[config.mk]
export PLATFORM = sky130hd
export DESIGN_NAME = fixed_frame_angle_parser_unit
export DESIGN_NICKNAME = d
export VERILOG_FILES = /design/src/rtl/core/ffap_pkg.sv /design/src/rtl/core/fixed_frame_angle_parser_unit.sv
export SDC_FILE = /design/constraint.sdc
export NUM_CORES = 1
export LEC_CHECK = 0
export BUFFER_PORTS_ARGS = -buffer_cell sky130_fd_sc_hd__clkbuf_2
export CORE_ASPECT_RATIO = 1.2
export CORE_MARGIN = 2
export CORE_UTILIZATION = 55
export DETAILED_ROUTE_END_ITERATION = 10
export PLACE_DENSITY_LB_ADDON = 0.15
export SYNTH_ARGS = -nofsm -noshare
export SYNTH_HDL_FRONTEND = slang
export SYNTH_SLANG_ARGS = --single-unit
[constraint.sdc]
create_clock -name clk -period 9.7 [get_ports clk]
set_clock_uncertainty 0.2 [all_clocks]
set_input_delay 0.97 -clock clk [delete_from_list [all_inputs] [get_ports clk]]
set_output_delay 0.97 -clock clk [all_outputs]
set_load 0.05 [all_outputs]
[src/rtl/core/ffap_pkg.sv]
// ----------------------------------------------------------------------------
// ffap_pkg
// Shared types and constants for the fixed frame angle parser.
// ----------------------------------------------------------------------------
package ffap_pkg;

	// frame layout
	localparam int unsigned PAYLOAD_LEN = 16;
	localparam int unsigned CNT_W       = 5;

	localparam logic [7:0] HDR0_BYTE = 8'hAA;
	localparam logic [7:0] HDR1_BYTE = 8'hAF;
	localparam logic [7:0] HDR2_BYTE = 8'h03;
	localparam logic [7:0] LEN_BYTE  = 8'(PAYLOAD_LEN);

	// payload positions of the kept angle bytes (big-endian)
	localparam logic [CNT_W-1:0] YAW_HI_IDX   = CNT_W'(2);
	localparam logic [CNT_W-1:0] YAW_LO_IDX   = CNT_W'(3);
	localparam logic [CNT_W-1:0] PITCH_HI_IDX = CNT_W'(6);
	localparam logic [CNT_W-1:0] PITCH_LO_IDX = CNT_W'(7);
	localparam logic [CNT_W-1:0] LAST_IDX     = CNT_W'(PAYLOAD_LEN - 1);

	// tdata widths
	localparam int unsigned IN_W  = 8;
	localparam int unsigned OUT_W = 32;

	typedef enum logic [2:0] {
		PH_HDR0    = 3'd0,
		PH_HDR1    = 3'd1,
		PH_HDR2    = 3'd2,
		PH_LEN     = 3'd3,
		PH_PAYLOAD = 3'd4,
		PH_CSUM    = 3'd5
	} phase_t;

endpackage

[src/rtl/core/fixed_frame_angle_parser_unit.sv]
// ----------------------------------------------------------------------------
// fixed_frame_angle_parser_unit
// Byte-serial frame parser that pulls yaw and pitch out of a checksummed frame.
// ----------------------------------------------------------------------------
// Usage:
//   s_axis carries one received byte per transaction. A frame is AA AF 03,
//   a length byte of PAYLOAD_LEN, PAYLOAD_LEN payload bytes and a byte that
//   is the 8-bit wrapping sum of header and payload.
//   m_axis carries one transaction per frame whose checksum matches:
//   yaw from payload bytes 2..3 and pitch from bytes 6..7, signed, big-endian,
//   in hundredths of a degree. Bad frames produce nothing.
//   Throughput: one byte per cycle while the receiver does not stall. The
//   accepted byte sits in an input register; when it is processed, the parser
//   state and the result register update together, so a result reaches m_axis
//   from the result register after its checksum byte leaves the input register.
//   Reset clears the parser to hunt for the first header byte and empties
//   both registers. When the receiver stalls with a result pending, at most
//   one more byte is taken into the input register, then s_axis_tready drops
//   until the result leaves.
// ----------------------------------------------------------------------------
module fixed_frame_angle_parser_unit (
	input  logic                       clk,
	input  logic                       arst_n,
	input  logic                       s_axis_tvalid,
	output logic                       s_axis_tready,
	input  logic [ffap_pkg::IN_W-1:0]  s_axis_tdata,  // [7:0] rx_byte
	output logic                       m_axis_tvalid,
	input  logic                       m_axis_tready,
	output logic [ffap_pkg::OUT_W-1:0] m_axis_tdata   // [15:0] yaw_hundredths,
	                                                  // [31:16] pitch_hundredths
);
	import ffap_pkg::*;

	// input stage
	logic             valid_s1;
	logic [7:0]       byte_s1;
	logic             advance_s1;

	// parser state
	phase_t           phase_q, phase_d;
	logic [CNT_W-1:0] count_q, count_d;
	logic [7:0]       sum_q, sum_d;
	logic [15:0]      yaw_q, yaw_d;
	logic [15:0]      pitch_q, pitch_d;
	logic             result_hit;

	// result register
	logic             out_valid_q;
	logic [15:0]      out_yaw_q;
	logic [15:0]      out_pitch_q;

	assign advance_s1    = !out_valid_q || m_axis_tready;
	assign s_axis_tready = !valid_s1 || advance_s1;

	always_ff @(posedge clk or negedge arst_n) begin
		if (!arst_n) begin
			valid_s1 <= 1'b0;
		end else if (s_axis_tready) begin
			valid_s1 <= s_axis_tvalid;
		end
	end

	always_ff @(posedge clk) begin
		if (s_axis_tready && s_axis_tvalid) begin
			byte_s1 <= s_axis_tdata[7:0];
		end
	end

	// next phase
	always_comb begin
		phase_d = phase_q;
		case (phase_q)
			PH_HDR1:    phase_d = (byte_s1 == HDR1_BYTE) ? PH_HDR2 : PH_HDR0;
			PH_HDR2:    phase_d = (byte_s1 == HDR2_BYTE) ? PH_LEN  : PH_HDR0;
			PH_LEN:     phase_d = (byte_s1 == LEN_BYTE)  ? PH_PAYLOAD : PH_HDR0;
			PH_PAYLOAD: phase_d = (count_q == LAST_IDX)  ? PH_CSUM : PH_PAYLOAD;
			PH_CSUM:    phase_d = PH_HDR0;
			default:    phase_d = (byte_s1 == HDR0_BYTE) ? PH_HDR1 : PH_HDR0;
		endcase
	end

	// datapath updates per phase
	always_comb begin
		count_d    = count_q;
		sum_d      = sum_q;
		yaw_d      = yaw_q;
		pitch_d    = pitch_q;
		result_hit = 1'b0;
		case (phase_q)
			PH_HDR1: begin
				if (byte_s1 == HDR1_BYTE) sum_d = sum_q + byte_s1;
			end
			PH_HDR2: begin
				if (byte_s1 == HDR2_BYTE) sum_d = sum_q + byte_s1;
			end
			PH_LEN: begin
				if (byte_s1 == LEN_BYTE) sum_d = sum_q + byte_s1;
				count_d = '0;
			end
			PH_PAYLOAD: begin
				sum_d = sum_q + byte_s1;
				if (count_q == YAW_HI_IDX)   yaw_d[15:8]   = byte_s1;
				if (count_q == YAW_LO_IDX)   yaw_d[7:0]    = byte_s1;
				if (count_q == PITCH_HI_IDX) pitch_d[15:8] = byte_s1;
				if (count_q == PITCH_LO_IDX) pitch_d[7:0]  = byte_s1;
				count_d = (count_q == LAST_IDX) ? '0 : count_q + 1'b1;
			end
			PH_CSUM: begin
				result_hit = (sum_q == byte_s1);
			end
			default: begin
				// start of hunt: sum restarts from the first header byte
				sum_d = (byte_s1 == HDR0_BYTE) ? byte_s1 : 8'h00;
			end
		endcase
	end

	always_ff @(posedge clk or negedge arst_n) begin
		if (!arst_n) begin
			phase_q <= PH_HDR0;
			count_q <= '0;
			sum_q   <= '0;
		end else if (valid_s1 && advance_s1) begin
			phase_q <= phase_d;
			count_q <= count_d;
			sum_q   <= sum_d;
		end
	end

	always_ff @(posedge clk) begin
		if (valid_s1 && advance_s1) begin
			yaw_q   <= yaw_d;
			pitch_q <= pitch_d;
		end
	end

	always_ff @(posedge clk or negedge arst_n) begin
		if (!arst_n) begin
			out_valid_q <= 1'b0;
		end else if (advance_s1) begin
			out_valid_q <= valid_s1 && result_hit;
		end
	end

	always_ff @(posedge clk) begin
		if (advance_s1 && valid_s1 && result_hit) begin
			out_yaw_q   <= yaw_q;
			out_pitch_q <= pitch_q;
		end
	end

	assign m_axis_tvalid = out_valid_q;
	assign m_axis_tdata  = {out_pitch_q, out_yaw_q};

`ifndef SYNTH
	// a new result only comes from a processed checksum byte
	a_result_from_csum: assert property (@(posedge clk) disable iff (!arst_n)
		$rose(m_axis_tvalid) |-> $past(valid_s1 && phase_q == PH_CSUM))
		else $error("result without checksum byte");

	// input backpressure only while both stages are occupied
	a_stall_cause: assert property (@(posedge clk) disable iff (!arst_n)
		!s_axis_tready |-> (valid_s1 && m_axis_tvalid && !m_axis_tready))
		else $error("input stalled without a full pipeline");

	// payload counter is idle outside the payload phase
	a_count_idle: assert property (@(posedge clk) disable iff (!arst_n)
		phase_q != PH_PAYLOAD |-> count_q == '0)
		else $error("payload counter busy outside payload phase");

	// payload counter stays inside the frame
	a_count_range: assert property (@(posedge clk) disable iff (!arst_n)
		phase_q == PH_PAYLOAD |-> count_q <= LAST_IDX)
		else $error("payload counter overran frame");
`endif

endmodule
==> impl_metrics.tcl, run 1 <==
set metrics [dict create \
    setup_viol 0 \
    grt_pass1_vias 1949 \
    cts_buffer_depth 2 \
    layout_setup_ws_ns 7.03 \
    cp-end-kind "primary output" \
    grt_usage_pct 18.7 \
    insertion_delay_ns 0.35 \
    cts.sinks 90 \
    min_period_ns 2.67 \
    cp_max_fo 3 \
    cap_violations 0 \
    die_h_um 91.2 \
    synthArstFlopShare_pct 20.0 \
    maxSlewViolCount 0 \
    fin_area_um2 4040 \
    rsz0062_at_grt "no" \
    grt_pass1_wl_mm 9.65 \
    cts-resized-gates 0 \
    netlist.area_leader.share_pct 62.0 \
    cts_buffers 9 \
    power_density_nw_per_um2 177 \
    drt_wl_total_mm 5.73 \
    postCtsSetupBuffers 0 \
    diodes 0 \
    ctsHoldBuffers 0 \
    drive_gt1_share_pct 25.2 \
    grt-ovfl-total 0 \
    clk_pin_slew_worst_paths_ns 0.09 \
    synth_area_leaders "edfxtp_1 62%, dfrtp_1 13%, ha_1 3.2%" \
    grt_antenna_before_repair 0 \
    worstSetupStartpoint "m_axis_tready" \
    syn_to_final_growth_pct 15.8 \
    reg2regPathDepth 4 \
    crit_arrival_ns 1.50 \
    hpwl_mm 3.87 \
    path_class "in -> out" \
    die_area_um2 7000 \
    finalHoldViolations 0 \
    place_congestion 0.901 \
    synth_top_cell_by_area "edfxtp_1" \
    status "finished clean" \
    syn_inst 217 \
    max_slew_margin_pct 50.1 \
    endpoint "s_axis_tready" \
    pre_cts_ws_ns 6.81 \
    wire_per_inst_um 15.9 \
    syn-num-nets 239 \
    synth-edff-count 72 \
    first_pass_iters 4 \
    htree_levels 3 \
    synth_cell_type_count 39 \
    num-fill-cells 446 \
    ioPinCount 46 \
    placed_cell_area_um2 3820 \
    chipWidth_um 76.7 \
    synth_ff_type "edfxtp_1" \
    leakagePower_nw 1.57 \
    vias 1965 \
    yosys_warnings 0 \
    grt_max_degree 33 \
    clock-root-buffer "clkbuf_8" \
    synth_area_um2 3490 \
    drtIter0Drc 129 \
    io_buffers 45 \
    post-route-period-util_pct 27.5 \
    vdd_drop_max_v 0.000101 \
    finalNetCount 295 \
    reg2reg_from "byte_s1[5]" \
    start_util_pct 57.3 \
    r2r_end "out_pitch_q[11]" \
    cts_tree "built" \
    row_count 31 \
    drtAntennaViolNets 0 \
    final.setup.tns_ns 0 \
    min_path_type "reg -> reg" \
    avgViaCountPerCell 5.46 \
    avgSynthCellArea_um2 16.1 \
    tightest_slew_ns 0.746 \
    r2r_setup_slack_ns 7.07 \
    remaining_drc_errors 0 \
    fmax_mhz 375 \
    synth_seq_cells 90 \
    cp.required_ns 8.53 \
    ys_seq_area_share_pct 74.9 \
    core-area_um2 6090 \
    start_kind "input port" \
]
-- cells in the mapped netlist (2+ instances only) --
master / n
and4b_1: 3
xnor2_1: 3
nor2b_1: 5
a21o_1: 3
edfxtp_1: 72
a221o_1: 2
xor2_1: 3
a21oi_1: 4
o31ai_1: 8
o21a_1: 2
and3_1: 2
nand3_1: 4
nand4_1: 2
o211ai_1: 2
nand2b_1: 5
nand3b_1: 3
nor3_1: 3
dfrtp_1: 18
inv_1: 6
o21ai_0: 12
mux2_2: 4
ha_1: 9
nor2_1: 13
and4bb_1: 2
nor4_1: 2
nand2_1: 12
-- logic make-up (layout without fill, tap and decap cells) --
family          after synthesis  count (layout)  synth area share, %
mux                           4               4                 1.29
fa+ha+maj                    10              10                 3.80
buf+inv                       8              69                 1.08
simple gates                 62              62                 10.2
compound gates               37              37                 7.18
xor+xnor                      6               6                 1.51
flops                        90              90                 74.9
-- cell type report --
class / instances / area (um^2) / area share, %
clock inverter: 6 / 90.1 / 2.23
inverter: 6 / 22.5 / 0.558
sequential: 90 / 2610 / 64.7
clock buffer: 10 / 128 / 3.16
tap: 82 / 103 / 2.54
timing repair buffer: 47 / 240 / 5.95
multi-input combinational: 119 / 842 / 20.9
-- cells in the final DEF (no fill, tap or decap), types with 3 or more instances in the layout --
cell type	count
nand3b_1	3
nand2_1	12
o31ai_1	8
edfxtp_1	72
inv_1	6
o21ai_0	12
clkbuf_8	9
ha_1	9
nand3_1	4
nor2_1	13
xnor2_1	3
a21oi_1	4
xor2_1	3
dfrtp_1	18
nor2b_1	5
clkbuf_2	45
and4b_1	3
mux2_2	4
a21o_1	3
nand2b_1	5
-- metrics by stage --
step / util, % / hold WS, ns / power [mW] / std cells
2_1_floorplan: - / 0.200 / 0.444 / 217
3_3_place_gp: 62.7 / 0.203 / 0.453 / 344
3_5_place_dp: 62.7 / 0.205 / 0.454 / 344
4_1_cts: 66.3 / 0.220 / 0.721 / 360
5_1_grt: 66.3 / 0.220 / 0.743 / 360
6_report: 66.3 / 0.216 / 0.716 / 360
-- flip-flops by register name, summed over array words and instances (netlist names) --
signal         cells
byte_s1            8
count_q            5
m_axis_tvalid      1
out_pitch_q       16
out_yaw_q         16
phase_q            3
pitch_q           16
sum_q              8
valid_s1           1
yaw_q             16
-- report_power, final --
part           switching [mW]  total, mW  internal (mW)
clock network           0.125      0.271          0.146
logic                 0.00987     0.0174        0.00758
registers             0.00818      0.427          0.419
total                   0.143      0.716          0.573
-- worst max-delay path, cell delays in order --
cell and delay, ns:
clkbuf_2 0.08, nand3b_1 0.18, clkbuf_2 0.26
-- layer usage --
layer	share of wire [%]	track usage, %
met5	0	0
met4	3.3	9.39
met3	4.0	5.47
met2	48	29.9
met1	44	23.2
-- worst min path at each step --
stage	startpoint	to	slack, ns	cells past startpoint
after floorplan	pitch_q[0]	out_pitch_q[0]	0.20	0
after global placement	yaw_q[1]	out_yaw_q[1]	0.20	0
after detailed placement	pitch_q[11]	out_pitch_q[11]	0.20	0
after CTS	pitch_q[4]	out_pitch_q[4]	0.22	0
after global routing	pitch_q[6]	out_pitch_q[6]	0.22	0
final	pitch_q[6]	out_pitch_q[6]	0.22	0
Power figures use the tool's default switching activity.
==> run 2: changes to the inputs <==
--- a/config.mk
+++ b/config.mk
@@ -8,7 +8,7 @@
 export BUFFER_PORTS_ARGS = -buffer_cell sky130_fd_sc_hd__clkbuf_2
 export CORE_ASPECT_RATIO = 1.2
 export CORE_MARGIN = 2
-export CORE_UTILIZATION = 55
+export CORE_UTILIZATION = 51
 export DETAILED_ROUTE_END_ITERATION = 10
 export PLACE_DENSITY_LB_ADDON = 0.15
 export SYNTH_ARGS = -nofsm -noshare
==> constraint.sdc (replaced) <==
create_clock -name clk -period 2.45 [get_ports clk]
set_clock_uncertainty 0.2 [all_clocks]
set_input_delay 0.245 -clock clk [delete_from_list [all_inputs] [get_ports clk]]
set_output_delay 0.245 -clock clk [all_outputs]
set_load 0.05 [all_outputs]
==> run 2 against run 1 <==
Net effect:
- register-to-register slack got worse by 7.0 ns
- critical endpoint is now out_yaw_q[8]
- critical path type is now reg -> reg
- routed wire length rose by 14%
- sequential power rose to 3.9 times the previous value
- sequential cell count did not move
- highest routed layer unchanged
- worst hold slack got worse by 0.20 ns
- cell area rose by 7.0%
- sequential share of layout area fell by 4.2 points
- critical path depth rose by 1
- clock power rose to 3.8 times the previous value
==> impl_metrics.tcl, run 2 (synthesis results as in run 1) <==
set metrics [dict create \
    status "finished clean" \
    cts_tree "built" \
    fin_area_um2 4320 \
    grt_pass1_wl_mm 10.2 \
    final.setup.tns_ns 0 \
    place_congestion 0.767 \
    vias 2066 \
    pre_cts_ws_ns 0.126 \
    ioPinCount 46 \
    chipWidth_um 79.5 \
    cp-end-kind "register" \
    die_h_um 94.6 \
    crit_family "simple AND/OR/NAND/NOR gates" \
    cts.sinks 90 \
    start_util_pct 51.8 \
    leakagePower_nw 1.68 \
    power_density_nw_per_um2 654 \
    fmax_mhz 428 \
    min_period_ns 2.34 \
    row_count 33 \
    whs_ns 0.0133 \
    path_class "reg -> reg" \
    power.total_mw 2.82 \
    cp.required_ns 2.30 \
    syn_to_final_growth_pct 23.9 \
    dp.cells 356 \
    cp_max_fo 32 \
    utilization_pct 64.2 \
    clk_pin_slew_worst_paths_ns 0.09 \
    core-area_um2 6730 \
    worst-path-buf-inv 1 \
    cp_cell_sequence "ha_4, or4_4, nor3_4, buf_12" \
    maxSlewViolCount 0 \
    finalNetCount 319 \
    tightest_slew_ns 0.487 \
    placed_cell_area_um2 3960 \
    crit_arrival_ns 2.19 \
    vdd_drop_max_v 0.000331 \
    insertion_delay_ns 0.35 \
    r2r_setup_slack_ns 0.11 \
    grt_max_degree 33 \
    htree_levels 3 \
    critPathSlowestCell "edfxtp_1" \
    min_path_type "in -> reg" \
    cap_violations 0 \
    final_common_cell "edfxtp_1" \
    final_cell_mix "72 x edfxtp_1, 45 x clkbuf_2, 18 x dfrtp_1, 15 x buf_4, 13 x nor2_1" \
    start_kind "register" \
    worstHoldStart "m_axis_tready" \
    hpwl_mm 4.43 \
    grt_antenna_before_repair 0 \
    drtAntennaViolNets 0 \
    grt-ovfl-total 0 \
    io_buffers 45 \
    drtIter0Drc 161 \
    first_pass_iters 4 \
    post-route-period-util_pct 95.4 \
    drive_gt1_share_pct 30.5 \
    holdPathStages 3 \
    max_slew_margin_pct 67.6 \
    fin_cells 389 \
    clock-root-buffer "clkbuf_8" \
    grt_usage_pct 19.1 \
    layout_setup_ws_ns 0.113 \
    wire_per_inst_um 16.8 \
    finalHoldViolations 0 \
    reg2reg_from "byte_s1[6]" \
    drt_wl_total_mm 6.53 \
    remaining_drc_errors 0 \
    holdPathEnd "valid_s1" \
    avgViaCountPerCell 5.31 \
    diodes 0 \
    die_area_um2 7520 \
    r2r_end "out_yaw_q[8]" \
    cts_buffer_depth 2 \
    setup_viol 0 \
    reg2regPathDepth 4 \
    cts_buffers 9 \
    slowest_delay_ns 0.56 \
    grt_pass1_vias 1980 \
]
run 2: cell count changes in the layout (fill, tap and decap cells not counted), moves of 5 or more:
cell / before / now
dlygate4sd3_1: 0 / 10
ha_1: 9 / 4
buf_4: 2 / 15
ha_4: 0 / 5
run 2: power breakdown:
group	switching [mW]	internal, mW	total [mW]
logic	0.0560	0.0632	0.119
registers	0.0251	1.66	1.68
clock network	0.534	0.486	1.02
run 2: area by class of cell:
cell class | count | area, um^2
multi-input cells | 119 | 916
flip-flops and latches | 90 | 2610
clock buffers | 10 | 128
clock inverters | 6 | 75.1
fillers | 492 | 2410
inverters | 6 | 22.5
well taps | 87 | 109
repair buffers | 71 | 458
run 2: worst max-delay path by stage:
stage | slack [ns] | cells past startpoint | to | startpoint
floorplan | -0.22 | 3 | out_pitch_q[0] | byte_s1[6]
global placement | 0.14 | 8 | sum_q[6] | byte_s1[0]
detailed placement | 0.13 | 5 | out_yaw_q[4] | byte_s1[4]
CTS | 0.06 | 8 | sum_q[6] | byte_s1[0]
global route | -0.02 | 6 | sum_q[7] | byte_s1[1]
finish | 0.11 | 4 | out_yaw_q[8] | byte_s1[6]
run 2: worst register-to-register path, stage by stage, from the launching register on:
cell and delay, ns:
edfxtp_1 0.56, ha_4 0.30, or4_4 0.56, nor3_4 0.18, buf_12 0.23
run 2: metal layers:
layer / GRT usage, % / share of wire, % / vias up
met4: 7.33 / 1.0 / 0
met3: 3.73 / 4.6 / 7
met1: 23.8 / 41 / 1002
li1: - / - / 998
met2: 32.8 / 53 / 59
met5: 0 / 0 / -
run 2: repair_timing:
item | in CTS | in global routing
endpoints found under the hold margin | 27 | 0
setup buffers | 0 | 7
resized for setup | 0 | 1
hold buffers | 10 | 0
endpoints found under the setup margin | 0 | 34
==> run 3: changes to the inputs <==
--- a/config.mk
+++ b/config.mk
@@ -6,8 +6,8 @@
 export NUM_CORES = 1
 export LEC_CHECK = 0
 export BUFFER_PORTS_ARGS = -buffer_cell sky130_fd_sc_hd__clkbuf_2
+export CAP_MARGIN = 0
 export CORE_ASPECT_RATIO = 1.2
-export CORE_MARGIN = 2
 export CORE_UTILIZATION = 51
 export DETAILED_ROUTE_END_ITERATION = 10
 export PLACE_DENSITY_LB_ADDON = 0.15
==> run 3 against run 2 <==
Net effect:
- global-route usage barely moved
- combinational power fell by 10%
- non-clock buffer count fell by 1
- critical endpoint is now sum_q[7]
- register-to-register slack barely moved
- setup slack got worse by 0.0044 ns
==> impl_metrics.tcl, run 3 (synthesis results as in run 1) <==
set metrics [dict create \
    worstHoldStart "m_axis_tready" \
    reg2regPathDepth 5 \
    ioPinCount 46 \
    reg2reg_from "byte_s1[0]" \
    die_h_um 92.6 \
    first_pass_iters 4 \
    insertion_delay_ns 0.35 \
    utilization_pct 66.0 \
    placed_cell_area_um2 3960 \
    final_cell_mix "72 x edfxtp_1, 46 x clkbuf_2, 18 x dfrtp_1, 13 x nor2_1" \
    min_path_type "in -> reg" \
    core-area_um2 6530 \
    r2r_setup_slack_ns 0.11 \
    finalHoldViolations 0 \
    remaining_drc_errors 0 \
    diodes 0 \
    tightest_slew_ns 0.550 \
    row_count 32 \
    cts_buffer_depth 2 \
    drtAntennaViolNets 0 \
    final_common_cell "edfxtp_1" \
    syn_to_final_growth_pct 23.5 \
    pre_cts_ws_ns 0.0991 \
    clock-root-buffer "clkbuf_8" \
    path_class "reg -> reg" \
    cts_tree "built" \
    vdd_drop_max_v 0.000401 \
    power_density_nw_per_um2 648 \
    drtIter0Drc 90 \
    clk_pin_slew_worst_paths_ns 0.09 \
    holdPathEnd "m_axis_tvalid" \
    grt_antenna_before_repair 0 \
    start_kind "register" \
    vias 2037 \
    cp.required_ns 2.49 \
    finalNetCount 318 \
    max_slew_margin_pct 63.3 \
    min_period_ns 2.34 \
    cts_buffers 9 \
    grt-ovfl-total 0 \
    grt_max_degree 33 \
    holdPathStages 3 \
    drive_gt1_share_pct 29.9 \
    cp_max_fo 14 \
    cp-end-kind "register" \
    fin_area_um2 4310 \
    leakagePower_nw 1.67 \
    hpwl_mm 4.10 \
    htree_levels 3 \
    die_area_um2 7170 \
    maxSlewViolCount 0 \
    wire_per_inst_um 15.4 \
    grt_pass1_wl_mm 9.98 \
    crit_arrival_ns 2.38 \
    start_util_pct 53.4 \
    place_congestion 0.830 \
    setup_viol 0 \
    cts.sinks 90 \
    avgViaCountPerCell 5.28 \
    grt_usage_pct 19.1 \
    io_buffers 45 \
    r2r_end "sum_q[7]" \
    status "finished clean" \
    drt_wl_total_mm 5.95 \
    grt_pass1_vias 2012 \
    layout_setup_ws_ns 0.109 \
    post-route-period-util_pct 95.6 \
    cap_violations 0 \
    chipWidth_um 77.5 \
    fmax_mhz 427 \
]
## run 3: cell count changes in the layout (fill, tap and decap cells not counted)
cell	previous run	this run
inv_8	1	0
buf_4	15	12
clkinvlp_4	1	2
inv_6	1	2
and3_1	2	1
a221o_2	1	0
clkinv_4	2	1
clkbuf_1	1	0
a221o_1	1	2
dlygate4sd3_1	10	11
clkbuf_2	45	46
and3_2	0	1
clkinv_1	0	1
## run 3: report_power, final
| part | internal [mW] | switching (mW) |
|---|---|---|
| sequential | 1.66 | 0.0261 |
| combinational | 0.0573 | 0.0492 |
| clock | 0.476 | 0.520 |
| total | 2.19 | 0.596 |
## run 3: layer usage
layer | vias to the layer above | GRT usage (%) | part of all wire, %
met3 | 11 | 3.35 | 3.3
met5 | - | 0 | 0
met4 | 0 | 11.0 | 2.7
met2 | 48 | 30.8 | 50
li1 | 986 | - | -
met1 | 992 | 24.4 | 44
## run 3: worst max-delay path, stage by stage (launching register included)
cell and delay (ns):
edfxtp_1 0.50, buf_4 0.19, and4bb_1 0.26, o211ai_1 0.10, a221o_1 0.58, a221o_1 0.42
## run 3: area by class of cell
cell class / instances / area (um^2)
Clock buffer: 9 / 124
Clock inverter: 7 / 75.1
Fill cell: 486 / 2220
Inverter: 6 / 22.5
Multi-Input combinational cell: 119 / 916
Sequential cell: 90 / 2610
Tap cell: 85 / 106
Timing Repair Buffer: 70 / 450
## run 3: per-stage QoR
stage	TNS, ns	hold slack (ns)	instances	power, mW
after detailed placement	0	0.0310	354	1.81
after global routing	-0.00153	0.138	386	2.90
after floorplan	-7.05	-0.251	217	1.77
after global placement	0	0.0306	354	1.80
final	0	0.0947	386	2.79
after CTS	0	0.0795	381	2.80
## run 3: worst max path at each step
stage / from / cells after the start / to / slack [ns]
floorplan: byte_s1[6] / 3 / out_pitch_q[0] / -0.22
global placement: byte_s1[0] / 5 / out_yaw_q[11] / 0.13
detailed placement: byte_s1[0] / 8 / sum_q[6] / 0.1
CTS: byte_s1[0] / 8 / sum_q[6] / 0.07
global route: byte_s1[0] / 5 / sum_q[7] / -0.002
finish: byte_s1[0] / 5 / sum_q[7] / 0.11
## run 3: timing repair
action	in CTS	in global routing
setup endpoints to repair	0	14
gates resized for setup	0	1
hold buffers	11	0
hold endpoints to repair	27	0
setup buffers	0	5
